==> config.mk <==
export PLATFORM = sky130hd
export DESIGN_NAME = frame_timestamp_match_queue
export DESIGN_NICKNAME = d
export VERILOG_FILES = /design/src/rtl/core/ftmq_pkg.sv /design/src/rtl/core/ftmq_ctrl.sv /design/src/rtl/core/ftmq_datapath.sv /design/src/rtl/core/frame_timestamp_match_queue.sv
export VERILOG_INCLUDE_DIRS = /design/src /design/src/rtl/core
export SDC_FILE = /design/constraint.sdc
export NUM_CORES = 2
export LEC_CHECK = 0
export BUFFER_PORTS_ARGS = -buffer_cell sky130_fd_sc_hd__buf_2
export CORE_ASPECT_RATIO = 0.6
export CORE_MARGIN = 3
export CORE_UTILIZATION = 57
export CTS_CLUSTER_SIZE = 12
export DETAILED_ROUTE_END_ITERATION = 6
export PLACE_DENSITY_LB_ADDON = 0.3
export RECOVER_POWER = 50
export SYNTH_ARGS = -nofsm -noshare
export SYNTH_HDL_FRONTEND = slang
export SYNTH_SLANG_ARGS = --single-unit
==> constraint.sdc <==
create_clock -name clk -period 9.1 [get_ports clk]
set_clock_uncertainty 0.05 [all_clocks]
set_input_delay 0.91 -clock clk [delete_from_list [all_inputs] [get_ports clk]]
set_output_delay 0.91 -clock clk [all_outputs]
set_load 0.005 [all_outputs]
==> src/rtl/core/frame_timestamp_match_queue_macros.svh <==
// assertion macros shared by the frame timestamp match queue
`ifndef FRAME_TIMESTAMP_MATCH_QUEUE_MACROS_SVH
`define FRAME_TIMESTAMP_MATCH_QUEUE_MACROS_SVH

// same-cycle implication, disabled in reset
`define FTMQ_ASSERT_IMP(label, clk, rst_n, ante, cons, msg) \
    label: assert property (@(posedge clk) disable iff (!rst_n) (ante) |-> (cons)) \
        else $error(msg);

// next-cycle implication, disabled in reset
`define FTMQ_ASSERT_NXT(label, clk, rst_n, ante, cons, msg) \
    label: assert property (@(posedge clk) disable iff (!rst_n) (ante) |=> (cons)) \
        else $error(msg);

`endif

==> src/rtl/core/ftmq_pkg.sv <==
// types, codes and constants of the frame timestamp match queue
package ftmq_pkg;

    localparam int QUEUE_DEPTH_DEF = 16;
    localparam int HANDLE_BITS_DEF = 16;

    localparam int TIME_W    = 52;
    localparam int CNT_OUT_W = 5;
    localparam int CFG_IDX_W = 2;
    localparam int CFG_DAT_W = 5;

    localparam logic [19:0] USEC_PER_SEC  = 20'd1000000;
    localparam logic [8:0]  EARLY_STOP_US = 9'd400;
    localparam logic [10:0] TOL_DIVISOR   = 11'd2000;
    localparam logic [4:0]  CAP_RESET     = 5'd16;

    // configuration register indexes
    localparam logic [CFG_IDX_W-1:0] CFG_CAPACITY = 2'd0;
    localparam logic [CFG_IDX_W-1:0] CFG_CLOSED   = 2'd1;

    // opcodes
    localparam logic [2:0] OP_PUSH_BACK  = 3'd0;
    localparam logic [2:0] OP_PUSH_FRONT = 3'd1;
    localparam logic [2:0] OP_POP_BACK   = 3'd2;
    localparam logic [2:0] OP_COUNT      = 3'd3;
    localparam logic [2:0] OP_MATCH      = 3'd4;

    // result status
    localparam logic [2:0] ST_OK      = 3'd0;
    localparam logic [2:0] ST_CLOSED  = 3'd1;
    localparam logic [2:0] ST_FULL    = 3'd2;
    localparam logic [2:0] ST_EMPTY   = 3'd3;
    localparam logic [2:0] ST_NOMATCH = 3'd4;

    // pointer commands
    localparam logic [2:0] PTR_HOLD = 3'd0;
    localparam logic [2:0] PTR_TOP  = 3'd1;
    localparam logic [2:0] PTR_ZERO = 3'd2;
    localparam logic [2:0] PTR_INC  = 3'd3;
    localparam logic [2:0] PTR_DEC  = 3'd4;
    localparam logic [2:0] PTR_POS1 = 3'd5;

    // memory write commands
    localparam logic [2:0] WR_NONE  = 3'd0;
    localparam logic [2:0] WR_BACK  = 3'd1;
    localparam logic [2:0] WR_FRONT = 3'd2;
    localparam logic [2:0] WR_UP    = 3'd3;
    localparam logic [2:0] WR_DOWN  = 3'd4;

    // count commands
    localparam logic [1:0] CNT_HOLD = 2'd0;
    localparam logic [1:0] CNT_INC  = 2'd1;
    localparam logic [1:0] CNT_DEC  = 2'd2;

    typedef struct packed {
        logic [2:0]  opcode;
        logic [15:0] frame_handle;
        logic [31:0] time_sec;
        logic [19:0] time_usec;
        logic [31:0] frame_interval_ns;
    } in_word_t;

    typedef struct packed {
        logic [2:0]           status;
        logic [15:0]          out_handle;
        logic [CNT_OUT_W-1:0] out_count;
        logic [TIME_W-1:0]    match_distance_us;
    } out_word_t;

    typedef struct packed {
        logic       load_in;
        logic       calc_time;
        logic [2:0] ptr_op;
        logic [2:0] wr_op;
        logic [1:0] cnt_op;
        logic       scan_init;
        logic       scan_step;
        logic       tol_calc;
        logic       res_status_load;
        logic [2:0] res_status;
        logic       res_handle_load;
        logic       res_handle_best;
        logic       res_dist_load;
        logic       out_load;
    } cmd_t;

    typedef struct packed {
        logic [2:0] opcode;
        logic       closed;
        logic       full;
        logic       empty;
        logic       ptr_zero;
        logic       ptr_at_top;
        logic       pos_last;
        logic       scan_stop;
        logic       nomatch;
        logic       out_busy;
    } stat_t;

endpackage

==> src/rtl/core/ftmq_ctrl.sv <==
// sequencer of the frame timestamp match queue
module ftmq_ctrl (
    input  logic           clk,
    input  logic           rst_n,
    input  logic           in_valid,
    output logic           in_stall,
    input  ftmq_pkg::stat_t stat,
    output ftmq_pkg::cmd_t  cmd
);
    import ftmq_pkg::*;

    localparam logic [3:0] S_IDLE     = 4'd0;
    localparam logic [3:0] S_CALC     = 4'd1;
    localparam logic [3:0] S_DISPATCH = 4'd2;
    localparam logic [3:0] S_SHIFT_UP = 4'd3;
    localparam logic [3:0] S_INSERT   = 4'd4;
    localparam logic [3:0] S_POP      = 4'd5;
    localparam logic [3:0] S_SCAN     = 4'd6;
    localparam logic [3:0] S_TOL      = 4'd7;
    localparam logic [3:0] S_JUDGE    = 4'd8;
    localparam logic [3:0] S_SHIFT_DN = 4'd9;
    localparam logic [3:0] S_FIN      = 4'd10;

    logic [3:0] state_reg;
    logic [3:0] state_next;

    assign in_stall = (state_reg != S_IDLE);

    always_comb
    begin
        cmd        = '0;
        cmd.ptr_op = PTR_HOLD;
        cmd.wr_op  = WR_NONE;
        cmd.cnt_op = CNT_HOLD;
        state_next = state_reg;
        case (state_reg)
            S_IDLE:
            begin
                if (in_valid)
                begin
                    cmd.load_in = 1'b1;
                    state_next  = S_CALC;
                end
            end
            S_CALC:
            begin
                cmd.calc_time = 1'b1;
                state_next    = S_DISPATCH;
            end
            S_DISPATCH:
            begin
                cmd.res_status_load = 1'b1;
                cmd.res_status      = ST_OK;
                state_next          = S_FIN;
                case (stat.opcode)
                    OP_PUSH_BACK, OP_PUSH_FRONT:
                    begin
                        if (stat.closed)
                            cmd.res_status = ST_CLOSED;
                        else if (stat.full)
                            cmd.res_status = ST_FULL;
                        else if (stat.opcode == OP_PUSH_BACK)
                        begin
                            cmd.wr_op  = WR_BACK;
                            cmd.cnt_op = CNT_INC;
                        end
                        else if (stat.empty)
                        begin
                            cmd.wr_op  = WR_FRONT;
                            cmd.cnt_op = CNT_INC;
                        end
                        else
                        begin
                            cmd.ptr_op = PTR_TOP;
                            state_next = S_SHIFT_UP;
                        end
                    end
                    OP_POP_BACK:
                    begin
                        if (stat.closed)
                            cmd.res_status = ST_CLOSED;
                        else if (stat.empty)
                            cmd.res_status = ST_EMPTY;
                        else
                        begin
                            cmd.ptr_op = PTR_TOP;
                            state_next = S_POP;
                        end
                    end
                    OP_MATCH:
                    begin
                        if (stat.empty)
                            cmd.res_status = ST_EMPTY;
                        else
                        begin
                            cmd.ptr_op    = PTR_ZERO;
                            cmd.scan_init = 1'b1;
                            state_next    = S_SCAN;
                        end
                    end
                    default:
                    begin
                        // count query and unused codes only report the count
                        cmd.res_status = ST_OK;
                    end
                endcase
            end
            S_SHIFT_UP:
            begin
                cmd.wr_op = WR_UP;
                if (stat.ptr_zero)
                    state_next = S_INSERT;
                else
                    cmd.ptr_op = PTR_DEC;
            end
            S_INSERT:
            begin
                cmd.wr_op  = WR_FRONT;
                cmd.cnt_op = CNT_INC;
                state_next = S_FIN;
            end
            S_POP:
            begin
                cmd.res_handle_load = 1'b1;
                cmd.cnt_op          = CNT_DEC;
                state_next          = S_FIN;
            end
            S_SCAN:
            begin
                cmd.scan_step = 1'b1;
                if (stat.scan_stop)
                    state_next = S_TOL;
                else
                    cmd.ptr_op = PTR_INC;
            end
            S_TOL:
            begin
                cmd.tol_calc = 1'b1;
                state_next   = S_JUDGE;
            end
            S_JUDGE:
            begin
                cmd.res_dist_load   = 1'b1;
                cmd.res_status_load = 1'b1;
                state_next          = S_FIN;
                if (stat.nomatch)
                    cmd.res_status = ST_NOMATCH;
                else
                begin
                    cmd.res_status      = ST_OK;
                    cmd.res_handle_load = 1'b1;
                    cmd.res_handle_best = 1'b1;
                    if (stat.pos_last)
                        cmd.cnt_op = CNT_DEC;
                    else
                    begin
                        cmd.ptr_op = PTR_POS1;
                        state_next = S_SHIFT_DN;
                    end
                end
            end
            S_SHIFT_DN:
            begin
                cmd.wr_op = WR_DOWN;
                if (stat.ptr_at_top)
                begin
                    cmd.cnt_op = CNT_DEC;
                    state_next = S_FIN;
                end
                else
                    cmd.ptr_op = PTR_INC;
            end
            S_FIN:
            begin
                if (!stat.out_busy)
                begin
                    cmd.out_load = 1'b1;
                    state_next   = S_IDLE;
                end
            end
            default:
            begin
                state_next = S_IDLE;
            end
        endcase
    end

    always_ff @(posedge clk or negedge rst_n)
    begin
        if (!rst_n)
            state_reg <= S_IDLE;
        else
            state_reg <= state_next;
    end

endmodule

==> src/rtl/core/ftmq_datapath.sv <==
// entry store, match arithmetic and result register of the queue
`include "frame_timestamp_match_queue_macros.svh"

module ftmq_datapath #(
    parameter int QUEUE_DEPTH = ftmq_pkg::QUEUE_DEPTH_DEF,
    parameter int HANDLE_BITS = ftmq_pkg::HANDLE_BITS_DEF
) (
    input  logic                              clk,
    input  logic                              rst_n,
    input  logic                              cfg_we,
    input  logic [ftmq_pkg::CFG_IDX_W-1:0]    cfg_index,
    input  logic [ftmq_pkg::CFG_DAT_W-1:0]    cfg_data,
    input  ftmq_pkg::in_word_t                in_word,
    input  ftmq_pkg::cmd_t                    cmd,
    output ftmq_pkg::stat_t                   stat,
    input  logic                              out_stall,
    output logic                              out_valid,
    output ftmq_pkg::out_word_t               out_word
);
    import ftmq_pkg::*;

    localparam int IW = $clog2(QUEUE_DEPTH);
    localparam int CW = $clog2(QUEUE_DEPTH + 1);
    localparam int HB = HANDLE_BITS;

    // entry store
    logic [HB-1:0]     mem_handle [QUEUE_DEPTH];
    logic [TIME_W-1:0] mem_time   [QUEUE_DEPTH];
    logic [31:0]       mem_intv   [QUEUE_DEPTH];

    logic [HB-1:0]     rd_handle_reg;
    logic [TIME_W-1:0] rd_time_reg;
    logic [31:0]       rd_intv_reg;

    logic [4:0]        cap_reg;
    logic              closed_reg;
    logic [CW-1:0]     count_reg;
    logic [CW-1:0]     count_next;
    logic [IW-1:0]     ptr_reg;
    logic [IW-1:0]     ptr_next;
    logic [IW-1:0]     pos_reg;

    in_word_t          in_reg;
    logic [TIME_W-1:0] t_reg;

    logic              scan_first_reg;
    logic [TIME_W-1:0] best_reg;
    logic [HB-1:0]     best_handle_reg;
    logic [31:0]       best_intv_reg;
    logic [32:0]       prod_reg;
    logic              big_reg;

    logic [2:0]        status_reg;
    logic [HB-1:0]     handle_reg;
    logic [TIME_W-1:0] dist_reg;
    logic              out_valid_reg;
    out_word_t         out_reg;

    logic [CW-1:0]     ptr_inc_c;
    logic [CW-1:0]     pos_inc_c;
    logic [CW-1:0]     cnt_dec_c;
    logic [31:0]       eff_limit_c;
    logic [TIME_W:0]   diff_c;
    logic [TIME_W-1:0] dist_c;
    logic              better_c;
    logic [TIME_W-1:0] best_new_c;
    logic              mem_we_c;
    logic [IW-1:0]     waddr_c;
    logic [HB-1:0]     wr_handle_c;
    logic [TIME_W-1:0] wr_time_c;
    logic [31:0]       wr_intv_c;
    logic [HB-1:0]     new_handle_c;
    logic [47:0]       in_handle_wide_c;
    logic [47:0]       out_handle_wide_c;
    logic [31:0]       cnt_wide_c;

    assign ptr_inc_c   = CW'(ptr_reg) + CW'(1);
    assign pos_inc_c   = CW'(pos_reg) + CW'(1);
    assign cnt_dec_c   = count_reg - CW'(1);
    assign eff_limit_c = ({27'd0, cap_reg} > 32'(QUEUE_DEPTH)) ? 32'(QUEUE_DEPTH)
                                                              : {27'd0, cap_reg};

    assign in_handle_wide_c = 48'(in_reg.frame_handle);
    assign new_handle_c     = in_handle_wide_c[HB-1:0];

    // distance of the entry under the pointer, borrow picks the sign
    assign diff_c     = {1'b0, rd_time_reg} - {1'b0, t_reg};
    assign dist_c     = diff_c[TIME_W] ? (t_reg - rd_time_reg) : diff_c[TIME_W-1:0];
    assign better_c   = scan_first_reg || (dist_c < best_reg);
    assign best_new_c = better_c ? dist_c : best_reg;

    always_comb
    begin
        case (cmd.ptr_op)
            PTR_TOP:  ptr_next = cnt_dec_c[IW-1:0];
            PTR_ZERO: ptr_next = '0;
            PTR_INC:  ptr_next = ptr_inc_c[IW-1:0];
            PTR_DEC:  ptr_next = ptr_reg - IW'(1);
            PTR_POS1: ptr_next = pos_inc_c[IW-1:0];
            default:  ptr_next = ptr_reg;
        endcase
    end

    always_comb
    begin
        mem_we_c    = 1'b1;
        waddr_c     = '0;
        wr_handle_c = new_handle_c;
        wr_time_c   = t_reg;
        wr_intv_c   = in_reg.frame_interval_ns;
        case (cmd.wr_op)
            WR_BACK:  waddr_c = count_reg[IW-1:0];
            WR_FRONT: waddr_c = '0;
            WR_UP:
            begin
                waddr_c     = ptr_inc_c[IW-1:0];
                wr_handle_c = rd_handle_reg;
                wr_time_c   = rd_time_reg;
                wr_intv_c   = rd_intv_reg;
            end
            WR_DOWN:
            begin
                waddr_c     = ptr_reg - IW'(1);
                wr_handle_c = rd_handle_reg;
                wr_time_c   = rd_time_reg;
                wr_intv_c   = rd_intv_reg;
            end
            default:  mem_we_c = 1'b0;
        endcase
    end

    always_comb
    begin
        case (cmd.cnt_op)
            CNT_INC: count_next = count_reg + CW'(1);
            CNT_DEC: count_next = cnt_dec_c;
            default: count_next = count_reg;
        endcase
    end

    // one write and one registered read per cycle, read follows the pointer
    always_ff @(posedge clk)
    begin
        if (mem_we_c)
        begin
            mem_handle[waddr_c] <= wr_handle_c;
            mem_time[waddr_c]   <= wr_time_c;
            mem_intv[waddr_c]   <= wr_intv_c;
        end
        rd_handle_reg <= mem_handle[ptr_next];
        rd_time_reg   <= mem_time[ptr_next];
        rd_intv_reg   <= mem_intv[ptr_next];
    end

    always_ff @(posedge clk or negedge rst_n)
    begin
        if (!rst_n)
        begin
            cap_reg        <= CAP_RESET;
            closed_reg     <= 1'b0;
            count_reg      <= '0;
            ptr_reg        <= '0;
            scan_first_reg <= 1'b0;
            out_valid_reg  <= 1'b0;
        end
        else
        begin
            if (cfg_we)
            begin
                case (cfg_index)
                    CFG_CAPACITY: cap_reg    <= cfg_data;
                    CFG_CLOSED:   closed_reg <= cfg_data[0];
                    default:      ;
                endcase
            end
            count_reg <= count_next;
            ptr_reg   <= ptr_next;
            if (cmd.scan_init)
                scan_first_reg <= 1'b1;
            else if (cmd.scan_step)
                scan_first_reg <= 1'b0;
            if (cmd.out_load)
                out_valid_reg <= 1'b1;
            else if (!out_stall)
                out_valid_reg <= 1'b0;
        end
    end

    always_ff @(posedge clk)
    begin
        if (cmd.load_in)
            in_reg <= in_word;
        if (cmd.calc_time)
            t_reg <= ({20'd0, in_reg.time_sec} * {32'd0, USEC_PER_SEC})
                     + {32'd0, in_reg.time_usec};
        if (cmd.scan_step && better_c)
        begin
            best_reg        <= dist_c;
            pos_reg         <= ptr_reg;
            best_handle_reg <= rd_handle_reg;
            best_intv_reg   <= rd_intv_reg;
        end
        // best <= interval / 2000 exactly when best * 2000 <= interval
        if (cmd.tol_calc)
        begin
            prod_reg <= {11'd0, best_reg[21:0]} * {22'd0, TOL_DIVISOR};
            big_reg  <= |best_reg[TIME_W-1:22];
        end
        if (cmd.res_status_load)
            status_reg <= cmd.res_status;
        if (cmd.res_handle_load)
            handle_reg <= cmd.res_handle_best ? best_handle_reg : rd_handle_reg;
        else if (cmd.res_status_load)
            handle_reg <= '0;
        if (cmd.res_dist_load)
            dist_reg <= best_reg;
        else if (cmd.res_status_load)
            dist_reg <= '0;
        if (cmd.out_load)
        begin
            out_reg.status            <= status_reg;
            out_reg.out_handle        <= out_handle_wide_c[15:0];
            out_reg.out_count         <= cnt_wide_c[CNT_OUT_W-1:0];
            out_reg.match_distance_us <= dist_reg;
        end
    end

    assign out_handle_wide_c = 48'(handle_reg);
    assign cnt_wide_c        = 32'(count_reg);

    assign stat.opcode     = in_reg.opcode;
    assign stat.closed     = closed_reg;
    assign stat.full       = (32'(count_reg) >= eff_limit_c);
    assign stat.empty      = (count_reg == '0);
    assign stat.ptr_zero   = (ptr_reg == '0);
    assign stat.ptr_at_top = (ptr_inc_c == count_reg);
    assign stat.pos_last   = (pos_inc_c == count_reg);
    assign stat.scan_stop  = (best_new_c < TIME_W'(EARLY_STOP_US)) || (ptr_inc_c == count_reg);
    assign stat.nomatch    = big_reg || (prod_reg > {1'b0, best_intv_reg});
    assign stat.out_busy   = out_valid_reg && out_stall;

    assign out_valid = out_valid_reg;
    assign out_word  = out_reg;

    `FTMQ_ASSERT_IMP(a_inc_room, clk, rst_n, cmd.cnt_op == CNT_INC,
        32'(count_reg) < 32'(QUEUE_DEPTH), "count grows past the store depth")
    `FTMQ_ASSERT_IMP(a_dec_nonempty, clk, rst_n, cmd.cnt_op == CNT_DEC,
        count_reg != '0, "count drops below zero")
    `FTMQ_ASSERT_IMP(a_up_in_range, clk, rst_n, cmd.wr_op == WR_UP,
        ptr_inc_c <= count_reg, "front shift writes beyond the occupied entries")
    `FTMQ_ASSERT_IMP(a_load_free, clk, rst_n, cmd.out_load,
        !(out_valid_reg && out_stall), "result word overwritten while held")

endmodule

==> src/rtl/core/frame_timestamp_match_queue.sv <==
// top level of the frame timestamp match queue
//
// Ordered queue of up to QUEUE_DEPTH frame records (handle, time in us, interval
// in ns) with push back, push front, pop back, count and nearest-time match;
// one word in gives one result word out, and one word is handled at a time.
// All entries sit in a store with one write port and one registered read port
// (one write and one registered read per cycle), so every move through the
// queue goes entry by entry: push front shifts the entries back one place,
// starting from the back, before it writes the new front entry (an empty queue
// takes it directly), and match walks the entries from the front until the
// best distance is under 400 us or the queue ends, then moves the entries behind
// the taken one forward; a match with nothing in tolerance moves none. While
// the result register still holds a word that the receiver stalls, the next
// result waits and the input stays stalled. No clearing pass follows reset; the
// block takes words at once. Configuration writes belong to idle periods.
module frame_timestamp_match_queue #(
    parameter int QUEUE_DEPTH = ftmq_pkg::QUEUE_DEPTH_DEF,
    parameter int HANDLE_BITS = ftmq_pkg::HANDLE_BITS_DEF
) (
    input  logic                           clk,
    input  logic                           rst_n,
    input  logic                           cfg_we,
    input  logic [ftmq_pkg::CFG_IDX_W-1:0] cfg_index,
    input  logic [ftmq_pkg::CFG_DAT_W-1:0] cfg_data,
    input  logic                           in_valid,
    output logic                           in_stall,
    input  ftmq_pkg::in_word_t             in_word,
    output logic                           out_valid,
    input  logic                           out_stall,
    output ftmq_pkg::out_word_t            out_word
);
    import ftmq_pkg::*;

    cmd_t  cmd;
    stat_t stat;

    ftmq_ctrl u_ctrl (
        .clk      (clk),
        .rst_n    (rst_n),
        .in_valid (in_valid),
        .in_stall (in_stall),
        .stat     (stat),
        .cmd      (cmd)
    );

    ftmq_datapath #(
        .QUEUE_DEPTH (QUEUE_DEPTH),
        .HANDLE_BITS (HANDLE_BITS)
    ) u_datapath (
        .clk       (clk),
        .rst_n     (rst_n),
        .cfg_we    (cfg_we),
        .cfg_index (cfg_index),
        .cfg_data  (cfg_data),
        .in_word   (in_word),
        .cmd       (cmd),
        .stat      (stat),
        .out_stall (out_stall),
        .out_valid (out_valid),
        .out_word  (out_word)
    );

endmodule

Word level (Yosys, flattened, before mapping)
Memory sizes are Yosys's and may differ from the RTL's. A register that Yosys moved wholly into a read port is not among the register bits.
Index checks and enable logic that the tools add are counted.
{ "totals": {"ff_bits": 457, "in_bits": 115, "ramBits": 1600, "mem_count": 3} }
{ "memory_table": {"columns": ["name", "words", "word_bits", "read_ports", "rd_ports_with_merged_regs", "write_ports", "line_no", "text"], "rows": [
  ["u_datapath.mem_time", 16, 52, 1, 1, 1, "ftmq_datapath.sv:28", "logic [TIME_W-1:0] mem_time [QUEUE_DEPTH];"],
  ["u_datapath.mem_intv", 16, 32, 1, 1, 1, "ftmq_datapath.sv:29", "logic [31:0] mem_intv [QUEUE_DEPTH];"],
  ["u_datapath.mem_handle", 16, 16, 1, 1, 1, "ftmq_datapath.sv:27", "logic [HB-1:0] mem_handle [QUEUE_DEPTH];"]
]} }
{ "classes": {"multipliers": 2, "n_mux": 78, "eq_ne": 33, "order_cmp": 5, "reduce_logical": 23, "addsub": 8} }
{ "op_table": {"columns": ["cell", "count"], "rows": [
  ["two-way mux 52 bit", 5],
  ["two-way mux 16 bit", 4],
  ["subtractor 52 x 52 -> 53 bit", 1],
  ["adder 52 x 20 -> 52 bit", 1],
  ["less-than comparator 52 bit", 1],
  ["less-than comparator 52 x 9 -> 1 bit, second input constant", 1],
  ["two-way mux 4 bit", 13],
  ["subtractor 52 bit", 1],
  ["multiplier 32 x 14 -> 46 bit, second input constant", 1],
  ["case mux 4 bit (10 select lines)", 1],
  ["greater-than comparator 33 x 32 -> 1 bit", 1],
  ["greater-or-equal comparator 5 x 32 -> 1 bit", 1],
  ["two-way mux 32 bit", 1],
  ["OR reduction 30 bit", 1],
  ["multiplier 22 x 7 -> 29 bit, second input constant", 1],
  ["two-way mux 2 bit", 12],
  ["two-way mux 3 bit", 8],
  ["case mux 4 bit (3 select lines)", 2],
  ["case mux 4 bit (5 select lines)", 1],
  ["two-way mux 1 bit", 18],
  ["case mux 3 bit (3 select lines)", 2],
  ["== test 4 x 3 -> 1 bit, second input constant", 4],
  ["two-way mux 8 bit", 2],
  ["== test 3 x 2 -> 1 bit, second input constant", 5],
  ["other kinds (34)", 61]
]} }

Longest topological paths before layout
{ "logic_depth": {"ltp_word": 12, "ltp_mapped": 38} }

Hierarchy
From an unflattened synthesis, not the netlist that was laid out.
{ "unflattened": {"hier_cells": 8232, "area_unflattened_um2": 101472.3} }
{ "modules_own_cells": {"columns": ["module", "n_inst", "cells_each", "area_each_um2", "seq_area_each_um2"], "rows": [
  ["ftmq_datapath", 1, 8129, 100784.2, 63567.2],
  ["ftmq_ctrl", 1, 103, 688.2, 100.1]
]} }

Worst setup path before layout
No wires, ideal clock.
{ "synth_path": {"path_type": "register -> register", "startpoint": "register u_datapath.count_reg[0]", "endpoint": "memory u_datapath.mem_handle[4][0] (netlist name) (enable)", "path_stages_with_launch": 14, "arrival_time_ps": 9200, "path_buffers": 1, "synth_period_minus_slack_ps": 9931, "required_ps": 8369, "setup_slack_ps": -831, "cell_sequence": "dfrtp_1 > buf_6 > inv_1 > ha_1 > nand2b_1 > a21o_1 > a21o_1 > a21o_1 > a211oi_1 > nand3_1 > nor2_1 > a22oi_1 > nand2b_1 > nor3_1"} }
{ "synth_via": {"elab_chain_cells": 12, "word_cells_on_any_way": 17, "cone_classes": "order compare: 1; eq/ne: 4; mux: 10; reduce/logical: 2"} }
{ "synth_lines": {"columns": ["element", "line_no", "text"], "rows": [
  ["start, declared", "ftmq_datapath.sv:37", "logic [CW-1:0] count_reg;"],
  ["start signal, assigned", "ftmq_datapath.sv:176", "count_reg <= count_next;"],
  ["branches (longest 12 deep; another with greater-or-equal comparator 5 x 32 -> 1 bit)", null, null],
  ["end, declared", "ftmq_datapath.sv:27", null]
]} }
Several ways; the timed one is not identified.

Worst setup path in the final report
{ "layout_path": {"startpoint": "register u_datapath.t_reg[18]", "endpoint": "register u_datapath.rd_time_reg[2], read port of u_datapath.mem_time"} }
{ "layout_via": {"elab_chain_cells": 11, "word_cells_on_any_way": 16, "cone_classes": "add/sub: 2; order compare: 2; eq/ne: 5; mux: 5; reduce/logical: 2"} }
{ "layout_lines": {"columns": ["element", "line_no", "text"], "rows": [
  ["start, declared", "ftmq_datapath.sv:44", "logic [TIME_W-1:0] t_reg;"],
  ["start signal, assigned", "ftmq_datapath.sv:194", "t_reg <= ({20'd0, in_reg.time_sec} * {32'd0, USEC_PER_SEC})"],
  ["subtractor 52 x 52 -> 53 bit (*)", "ftmq_datapath.sv:87", "assign diff_c = {1'b0, rd_time_reg} - {1'b0, t_reg};"],
  ["two-way mux 52 bit (*)", "ftmq_datapath.sv:88", "assign dist_c = diff_c[TIME_W] ? (t_reg - rd_time_reg) : diff_c[TIME_W-1:0];"],
  ["net u_datapath.dist_c[14]", "ftmq_datapath.sv:64", "logic [TIME_W-1:0] dist_c;"],
  ["less-than comparator 52 bit", "ftmq_datapath.sv:89", "assign better_c = scan_first_reg || (dist_c < best_reg);"],
  ["logical OR 1 bit", "ftmq_datapath.sv:89", null],
  ["two-way mux 52 bit (*)", "ftmq_datapath.sv:90", "assign best_new_c = better_c ? dist_c : best_reg;"],
  ["less-than comparator 52 x 9 -> 1 bit (*)", "ftmq_datapath.sv:238", "assign stat.scan_stop = (best_new_c < TIME_W'(EARLY_STOP_US)) || (ptr_inc_c == count_reg);"],
  ["logical OR 1 bit (*)", "ftmq_datapath.sv:238", null],
  ["two-way mux 2 bit (*)", "ftmq_ctrl.sv:131", "if (stat.scan_stop)"],
  ["case mux 3 bit (5 select lines) (*)", "ftmq_ctrl.sv:36", "case (state_reg)"],
  ["== test 3 bit (tied with other cells)", "ftmq_datapath.sv:94", "case (cmd.ptr_op)"],
  ["case mux 4 bit (5 select lines) (*)", "ftmq_datapath.sv:94", null],
  ["end, declared", "ftmq_datapath.sv:32", "logic [TIME_W-1:0] rd_time_reg;"]
]} }
The timed path passes the listed nets; every way through them passes the cells marked *.
A chain may end at the register's enable or synchronous reset.

==> results.json <==
{
  "worstPathArrival_ps": 9570,
  "synth_cell_types": 97,
  "num_vias": 58000,
  "hold_slack_ps": 168,
  "clockBufferDepth": 4,
  "path_class": "register to register",
  "worstSetupStartpointType": "register",
  "slowest_stage": "mux2i_1",
  "place_ws_ps": -343,
  "portBuffers": 192,
  "crit_path_frequent_cell": "buf_12",
  "ys.flop_type": "edfxtp_1",
  "clk_pin_slew_ps": 60,
  "wirelength_mm": 256,
  "yosys_warnings": 0,
  "period_needed_ps": 8920,
  "ys_async_sr_fraction": 0.00974,
  "via_per_inst": 6.06,
  "crit_required_ps": 9750,
  "wl_met1_mm": 113,
  "nets": 7823,
  "antenna_found_initial": 10,
  "final_cell_count_no_fill": 9578,
  "rows": 119,
  "cts_max_level": 4,
  "hold_class": "input pin to register",
  "endpoint_kind": "register",
  "synth_seq_cells": 2157,
  "largest_registers": "u_datapath.mem_time x832, u_datapath.mem_intv x512, u_datapath.mem_handle x256",
  "clk_latency_ps": 860,
  "max_freq_mhz": 112,
  "layout-drive-gt1-share": 0.123,
  "hold_violations": 0,
  "routedWlPerCell_microns": 26.7,
  "status": "finished with violations",
  "layout_setup_ws_ps": 183,
  "drtAntennaViolNets": 0,
  "initial_utilization": 0.578,
  "final_common_cell": "edfxtp_1",
  "synth_area_per_cell_sq_um": 15.5,
  "drt_pass1_iterations": 6,
  "die_area_sq_mm": 0.184,
  "syn_area_sq_mm": 0.102,
  "seq_area_frac_synth": 0.624,
  "synth_top_area_cell": "edfxtp_1",
  "drc": 0,
  "die_h_microns": 334,
  "yosysTopAreaCellShare": 0.599,
  "tightest_slew_ps": 4190,
  "slew_headroom": -1.79,
  "drt-initial-drc-count": 6375,
  "grt-ovfl-total": 0,
  "syn_inst": 6572,
  "syn2layout_area_growth_pct": 11.8,
  "violations": "capacitance limit, slew limit",
  "final_cell_mix": "2036 x edfxtp_1, 1229 x mux2i_1, 419 x ha_1",
  "dpl.hpwl_mm": 163,
  "grt_pass1_vias": 57300,
  "io_pins": 193,
  "critPathMaxStageDelay_ps": 620,
  "grt_max_degree": 108,
  "post-place-cells": 9211,
  "wl_met2_mm": 111,
  "fillers": 12400,
  "worst-path-max-fanout": 30,
  "final_max_slew_viol_count": 399,
  "grt_pass1_wl_mm": 378,
  "rsz0062_at_grt": "yes",
  "gp_congestion": 0.980,
  "synth_edf_count": 2036,
  "largest_register": "u_datapath.mem_time",
  "regArea_sq_mm": 0.0637,
  "root_buffer": "clkbuf_16",
  "cts_sinks": 2157,
  "maxCapViolCount": 10,
  "syn-num-nets": 7328,
  "cts_buffers": 212,
  "synthTopCellsByArea": "edfxtp_1 60%, mux2i_1 12%, ha_1 5.2%, fa_1 4.2%, mux4_2 2.2%",
  "top_layer_used": "met5",
  "largest_reg_flops": 832,
  "setup_viol": 0,
  "multi_input_area_sq_mm": 0.0353,
  "post-route-period-util": 0.980,
  "cts_tree": "yes",
  "fp.coreArea_sq_mm": 0.177,
  "grtUsageTotal": 0.275,
  "die_w_microns": 552,
  "route.met3.wl_mm": 24.0
}
==> cells in the mapped netlist, types with 48 or more instances <==
master	count
nor2_1	225
ha_1	425
mux2i_1	1233
a21oi_1	225
xnor2_1	119
dfxtp_1	100
nor3_1	61
inv_1	419
buf_6	61
o21ai_0	180
nand4_1	48
mux4_2	99
buf_2	52
a21o_1	90
nand2_1	214
fa_1	216
clkbuf_1	65
mux2_2	59
edfxtp_1	2036
==> kinds of logic after synthesis <==
kind of cell               synth area share
xor gates and xnor gates             0.0144
muxes                                 0.149
AOI/OAI and AO/OA                    0.0492
DFF                                   0.624
adders and majority gates            0.0945
and+or+nand+nor                      0.0357
buffers and inverters                0.0335
==> worst paths after layout <==
path,startpoint,slack [ps],cells after the start,end
min in group asynchronous,rst_n,360,1,u_datapath.cap_reg[2]
max in group asynchronous,rst_n,7810,1,u_datapath.count_reg[1]
worst min-delay path,in_word[57],170,1,u_datapath.in_reg[57]
worst min register to register,u_datapath.dist_reg[49],330,0,u_datapath.out_word[49]
worst max register to register,u_datapath.t_reg[18],180,31,u_datapath.rd_time_reg[2]
worst max-delay path,u_datapath.t_reg[18],180,31,u_datapath.rd_time_reg[2]
==> timing repair <==
| action | CTS | global route |
|---|---|---|
| buffers inserted | 0 | 1 |
| endpoints found under the setup margin | 96 | 103 |
| resized for setup | 5 | 23 |
| hold buffers | 0 | 0 |
| pin swaps | 0 | 3 |
| gates cloned | 0 | 0 |
==> cell type report <==
| class | count | area share |
|---|---|---|
| clock buffer | 343 | 0.0513 |
| timing repair buffer | 538 | 0.0397 |
| clock inverter | 22 | 0.00210 |
| antenna | 1 | 0.0000219 |
| tap | 2359 | 0.0259 |
| sequential | 2157 | 0.558 |
| inverter | 419 | 0.0138 |
| multi-input combinational | 3739 | 0.309 |
==> critical path: cells and delay by family, from the launching register on <==
kind,cells,cell delay (ps)
AOI/OAI and AO/OA,10,2610
and+or+nand+nor,9,2130
muxes,4,1560
buffers and inverters,6,1050
adders and majority gates,2,870
DFF,1,420
==> layer usage <==
metal | up-vias | GRT usage
li1 | 25800 | -
met4 | 8 | 0.0853
met1 | 29400 | 0.412
met2 | 2443 | 0.404
met3 | 387 | 0.0625
met5 | - | 0
==> stage by stage <==
step,area [sq um],setup TNS (ps),utilization
3_3_place_gp,108000,-448,0.612
6_report,114000,0,0.646
5_1_grt,114000,-74.6,0.646
4_1_cts,114000,0,0.647
2_1_floorplan,102000,0,-
3_5_place_dp,108000,-5700,0.612
Power is left out: the tool's default activity adds up to more than one toggle a clock period on the data nets, which glitch-free logic cannot reach.
